### config.mk
export PLATFORM = sky130hd
export DESIGN_NAME = mbcbm_ctrl
export DESIGN_NICKNAME = d
export VERILOG_FILES = /design/src/hdl/mbcbm_pkg.sv /design/src/hdl/mbcbm_ctrl.sv
export SDC_FILE = /design/constraint.sdc
export NUM_CORES = 1
export LEC_CHECK = 0
export BUFFER_PORTS_ARGS = -buffer_cell sky130_fd_sc_hd__buf_2
export CORE_AREA = 2 2 39 41
export CTS_BUF_LIST = sky130_fd_sc_hd__clkbuf_8
export CTS_CLUSTER_SIZE = 40
export DETAILED_ROUTE_END_ITERATION = 8
export DIE_AREA = 0 0 41 43
export SYNTH_ARGS = -nofsm -noshare
export SYNTH_HDL_FRONTEND = slang
export SYNTH_SLANG_ARGS = --single-unit
export TNS_END_PERCENT = 10
### constraint.sdc
create_clock -name clk_i -period 1.3 [get_ports clk_i]
set_input_delay 0.26 -clock clk_i [delete_from_list [all_inputs] [get_ports clk_i]]
set_output_delay 0.26 -clock clk_i [all_outputs]
set_load 0.01 [all_outputs]
### src/hdl/mbcbm_pkg.sv
// Shared types and constants for the MBC1 bank mapper.
// Used by the controller, the datapath and the top level; depends on nothing.
`default_nettype none

package mbcbm_pkg;

  // Item operation codes
  typedef enum logic [1:0] {
    OP_READ     = 2'd0,
    OP_WRITE    = 2'd1,
    OP_LOAD_ROM = 2'd2,
    OP_LOAD_RAM = 2'd3
  } op_e;

  // Configuration register indexes
  localparam logic CFG_ROM_COUNT = 1'b0;
  localparam logic CFG_RAM_COUNT = 1'b1;

  localparam int unsigned BANK_W      = 7;   // upper_bank:rom_bank_low
  localparam int unsigned DIV_CNT_W   = 3;
  localparam int unsigned ROM_OFS_W   = 14;  // 16 KiB bank
  localparam int unsigned RAM_OFS_W   = 13;  // 8 KiB bank
  localparam int unsigned LOAD_OFS_W  = 21;
  localparam logic [7:0]  READ_OPEN   = 8'hFF;
  localparam logic [3:0]  RAM_EN_KEY  = 4'hA;

  // Controller to datapath
  typedef struct packed {
    logic take_item;
    logic div_start;
    logic div_step;
    logic mem_go;
    logic result_load;
  } ctl_cmd_t;

  // Datapath to controller
  typedef struct packed {
    logic need_div;
    logic div_last;
  } dp_stat_t;

endpackage

`default_nettype wire

### src/hdl/mbcbm_ctrl.sv
// Sequencing state machine for the MBC1 bank mapper.
// Depends on mbcbm_pkg; drives the datapath through ctl_cmd_t.
`default_nettype none

module mbcbm_ctrl (
  input  wire logic                 clk_i,
  input  wire logic                 rst_ni,
  input  wire logic                 in_valid_i,
  output logic                      in_ready_o,
  output logic                      out_valid_o,
  input  wire logic                 out_ready_i,
  input  wire mbcbm_pkg::dp_stat_t  stat_i,
  output mbcbm_pkg::ctl_cmd_t       cmd_o
);

  localparam logic [2:0] S_IDLE = 3'd0;
  localparam logic [2:0] S_PREP = 3'd1;
  localparam logic [2:0] S_DIV  = 3'd2;
  localparam logic [2:0] S_MEM  = 3'd3;
  localparam logic [2:0] S_DONE = 3'd4;

  logic [2:0] state_q, state_d;
  logic       out_valid_q, out_valid_d;
  logic       slot_free;

  assign in_ready_o  = (state_q == S_IDLE);
  assign out_valid_o = out_valid_q;
  assign slot_free   = !out_valid_q || out_ready_i;

  always_comb begin
    state_d     = state_q;
    out_valid_d = out_valid_q;
    cmd_o       = '0;
    if (out_valid_q && out_ready_i) begin
      out_valid_d = 1'b0;
    end
    unique case (state_q)
      S_IDLE: begin
        if (in_valid_i) begin
          cmd_o.take_item = 1'b1;
          state_d         = S_PREP;
        end
      end
      S_PREP: begin
        if (stat_i.need_div) begin
          cmd_o.div_start = 1'b1;
          state_d         = S_DIV;
        end else begin
          state_d = S_MEM;
        end
      end
      S_DIV: begin
        cmd_o.div_step = 1'b1;
        if (stat_i.div_last) begin
          state_d = S_MEM;
        end
      end
      S_MEM: begin
        cmd_o.mem_go = 1'b1;
        state_d      = S_DONE;
      end
      S_DONE: begin
        // hold the result until the output register is free
        if (slot_free) begin
          cmd_o.result_load = 1'b1;
          out_valid_d       = 1'b1;
          state_d           = S_IDLE;
        end
      end
      default: begin
        state_d = S_IDLE;
      end
    endcase
  end

  always_ff @(posedge clk_i or negedge rst_ni) begin
    if (!rst_ni) begin
      state_q     <= S_IDLE;
      out_valid_q <= 1'b0;
    end else begin
      state_q     <= state_d;
      out_valid_q <= out_valid_d;
    end
  end

`ifndef SYNTHESIS
  a_load_when_free: assert property (@(posedge clk_i) disable iff (!rst_ni)
    cmd_o.result_load |-> slot_free)
    else $error("result loaded over an untaken item");
  a_accept_to_prep: assert property (@(posedge clk_i) disable iff (!rst_ni)
    (in_valid_i && in_ready_o) |=> (state_q == S_PREP))
    else $error("accepted item not started");
  a_div_runs_out: assert property (@(posedge clk_i) disable iff (!rst_ni)
    (state_q == S_DIV && !stat_i.div_last) |=> (state_q == S_DIV))
    else $error("bank reduction cut short");
  a_mem_to_done: assert property (@(posedge clk_i) disable iff (!rst_ni)
    (state_q == S_MEM) |=> (state_q == S_DONE))
    else $error("memory access not followed by result stage");
  a_result_sets_valid: assert property (@(posedge clk_i) disable iff (!rst_ni)
    cmd_o.result_load |=> out_valid_o)
    else $error("loaded result not presented");
`endif

endmodule

`default_nettype wire

Word-level counts from Yosys, hierarchy flattened
Cells that the tools add are included.
Storage, ports and cells
  flip-flop bits (word level): 4
  input port bits: 6
  output and inout port bits: 7
  logic and storage cells: 30
Cells by class
  eq/ne operators: 7
  muxes and demuxes: 16
  reduce and logical (&&, ||, !) cells: 5
Operators with widths (count)
  $pmux 3 s5: 1
  $mux 1: 12
  $mux 3: 3
  $eq 3x2->1 const B: 2
  $ne 2x2->1 const B: 3
  $eq 3x1->1 const B: 1
  $eq 3x3->1 const B: 1
  $logic_not 3->1: 1
  $reduce_and 3->1: 1
  $logic_and 1x1->1: 1
  $logic_not 1->1: 1
  $logic_or 1x1->1: 1

Depth between registers and ports, before layout
  depth after elaboration: 4
  gate-level depth with buffers: 4

Worst setup path before layout
Ideal clock, no wire load.
  kind: reg-to-output
  from: register state_q[0]
  to: output cmd_o[4] in the netlist's numbering
  arrival: 870 ps
  data required time: 1040 ps
  slack: 170 ps
  stages on the path, launching flop included: 4
  buffers on the path: 1
  cells stage by stage: dfrtp_1 > buf_6 > nand2b_4 > nor3_1
RTL lines
  start: declaration: line mbcbm_ctrl.sv:22  | logic [2:0] state_q, state_d;
  start signal: assignment: line mbcbm_ctrl.sv:81  | state_q <= state_d;
  end: declaration: line mbcbm_ctrl.sv:13  | output mbcbm_pkg::ctl_cmd_t cmd_o

==> metrics.cfg <==
[logic_synthesis]
yosys.area_share.simple_pct=36.5
synth_top_family_by_area=simple AND/OR/NAND/NOR gates
synth_area_leaders=dfrtp_1, nor3_1, nand2b_4, nand2b_1, buf_6
synthAdderAreaFrac_pct=0
postSynthAreaPerCell_sq_um=9.48
yosys.area.top_type=dfrtp_1
ys_warn_count=0
synth_cell_types=17
synth_compound_area_share_pct=9.64
synth_xor_xnor_area_share_pct=3.55
syn-num-nets=32
ys_seq_area_share_pct=40.6
ys_ff_latch=4
syn_inst=26
synthMuxAreaShare_pct=0
synth_area_sq_um=246
synth_top_area_share_pct=40.6

[route]
drt_iter0_drc=3
num_vias=235
via_per_inst=3.92
drc=0
drtPass1Iterations=4
post_drt_wl_per_cell_microns=9.60
wirelength_microns=576
ant_nets=0

[timing]
slew-limit-headroom_pct=88.0
slew_violations=0
fin_crit_sh_pct=102
rsz0062_at_grt=yes
layout_min_cycle_time_ns=1.33
hold_viol=0
setup_tns_ns=-0.0587
worstMarginPinSlew_ns=0.179
setup_viol=3
fin_ws_ns=-0.0287
max_freq_mhz=753
finClkSkew_ns=0.00191

[final_layout]
area_growth_syn_to_layout_pct=73.6
multiInputGateArea_sq_um=148
layout_commonest_cell=buf_2
antenna_cells=0
fin_util_pct=30.9
drive_gt1_share_pct=65.9
final_cell_area_sq_um=428
fillers=143
register_area_sq_um=104
final_cell_mix=buf_2, clkbuf_8, buf_4, dfrtp_2
nets=52
stdcell_count=60

[placement]
dp.cells=51
globalplace.congestion=0.685
hpwl_microns=366
portBuffers=12
postPlaceCellArea_sq_um=303

[floorplan]
die_x_microns=41
ios=13
die_h_microns=43
start_util_pct=17.8
core-area_sq_um=1380
dieArea_sq_um=1760
rows=14

[clock_network]
ctsHtreeMaxLevel=1
cts_buffers=3
root_buffer=clkbuf_8
clock-sinks=4
clkTransAtPathRegs_ns=0.03
clk_path_buf_depth=2
cts_tree=done
clk_latency_ns=0.21

[power_and_ir_drop]
power.leakage_nw=0.219
powerDensity_nw_per_um2=2470
max-vdd-ir-drop_v=0.000561

[global_routing]
grt_pass1_wl_microns=841
grt_max_degree=10
global_route.usage.total_pct=7.77
grt_pass1_vias=218
grt_overflow=0
antenna_found_initial=0

[critical_path]
arrival_ns=1.07
r2r_start=state_q[0]$_DFFE_PN0P_
cpPeakStageDelay_ns=0.42
reg2reg_depth=5
worstPathMaxFanout=6
endpoint_kind=output pin
criticalPathCategory=reg2out
ff2ff_setup_slack_ns=0.15
cp-start-kind=register
rr_endpoint=state_q[1]$_DFFE_PN0P_
crit_slowest_cell=dfrtp_2
path_cells=buf_6, nand2_4, nor3_2, buf_2
cp.required_ns=1.04

[worst_hold_path]
hold_class=in2reg
min_to=state_q[0]$_DFFE_PN0P_
whs_path_depth=3
holdCritStartpoint=stat_i[0]

[run]
cap_violations=0

[status]
status=finished, violations left
violations=negative setup slack

## critical path, delay by kind of cell (launching register included)
family        cells  cell delay, ns
simple gates      2            0.17
flops             1            0.42
buf+inv           2            0.28
## report_power, final
part | internal (mW) | switching, mW
clock network | 0.197 | 0.0560
logic | 0.295 | 0.216
registers | 0.189 | 0.103
total | 0.681 | 0.375
## state kept, by name (all words and copies together), names as in the netlist
signal / flops
state_q: 3
out_valid_o: 1
## cell families after synthesis
logic type      Yosys count
simple gates             15
flops                     4
compound gates            3
buf+inv                   3
xor+xnor                  1
## metal layers
metal / part of all wire, % / vias to the layer above / global-route usage (%) / routed length [microns]
li1: - / 123 / - / -
met2: 57 / 2 / 9.69 / 328
met3: 0.52 / 0 / 3.14 / 3
met4: 0 / 0 / 8.00 / 0
met5: 0 / - / 0 / 0
met1: 42 / 110 / 9.15 / 244
## stage by stage
step           total power [mW]  hold slack, ns  setup slack [ns]
6_report                   1.06           0.322           -0.0287
5_1_grt                    1.13           0.329           -0.0710
4_1_cts                   0.966           0.324           -0.0297
3_5_place_dp              0.618          0.0680             0.120
3_3_place_gp              0.610          0.0676             0.136
2_1_floorplan             0.547         -0.0356             0.170
## cell type report
cell class	instances	area share, %
clock buffer	3	9.65
sequential	4	24.3
tap	16	4.68
timing repair buffer	18	26.9
multi-input combinational	19	34.5
## worst max path at each step
stage                           startpoint  endpoint  slack, ns  cells after the start
floorplan           state_q[0]$_DFFE_PN0P_  cmd_o[4]       0.17                      3
global placement    state_q[0]$_DFFE_PN0P_  cmd_o[4]       0.14                      3
detailed placement  state_q[1]$_DFFE_PN0P_  cmd_o[0]       0.12                      3
CTS                 state_q[0]$_DFFE_PN0P_  cmd_o[0]      -0.03                      3
global route        state_q[1]$_DFFE_PN0P_  cmd_o[0]      -0.07                      3
finish              state_q[0]$_DFFE_PN0P_  cmd_o[3]      -0.03                      4
## cell usage after synthesis
cell,n
a21oi_2,1
a21o_1,1
and3_1,1
dfrtp_1,4
nor3b_1,1
nand2b_4,1
nor3_1,3
buf_6,1
nand3b_1,1
nor2_1,2
nand2b_1,2
and3b_1,1
buf_2,1
xnor2_1,1
buf_4,1
o21bai_1,1
nand2_1,3
## what timing repair did
| item | in CTS | in global routing |
|---|---|---|
| setup endpoints to repair | 6 | 6 |
| resized for setup | 8 | 7 |
| setup buffers | 2 | 3 |
| pin swaps | 2 | 1 |
| hold endpoints to repair | 4 | 0 |
| hold buffers | 1 | 0 |
Power figures use the tool's default switching activity.
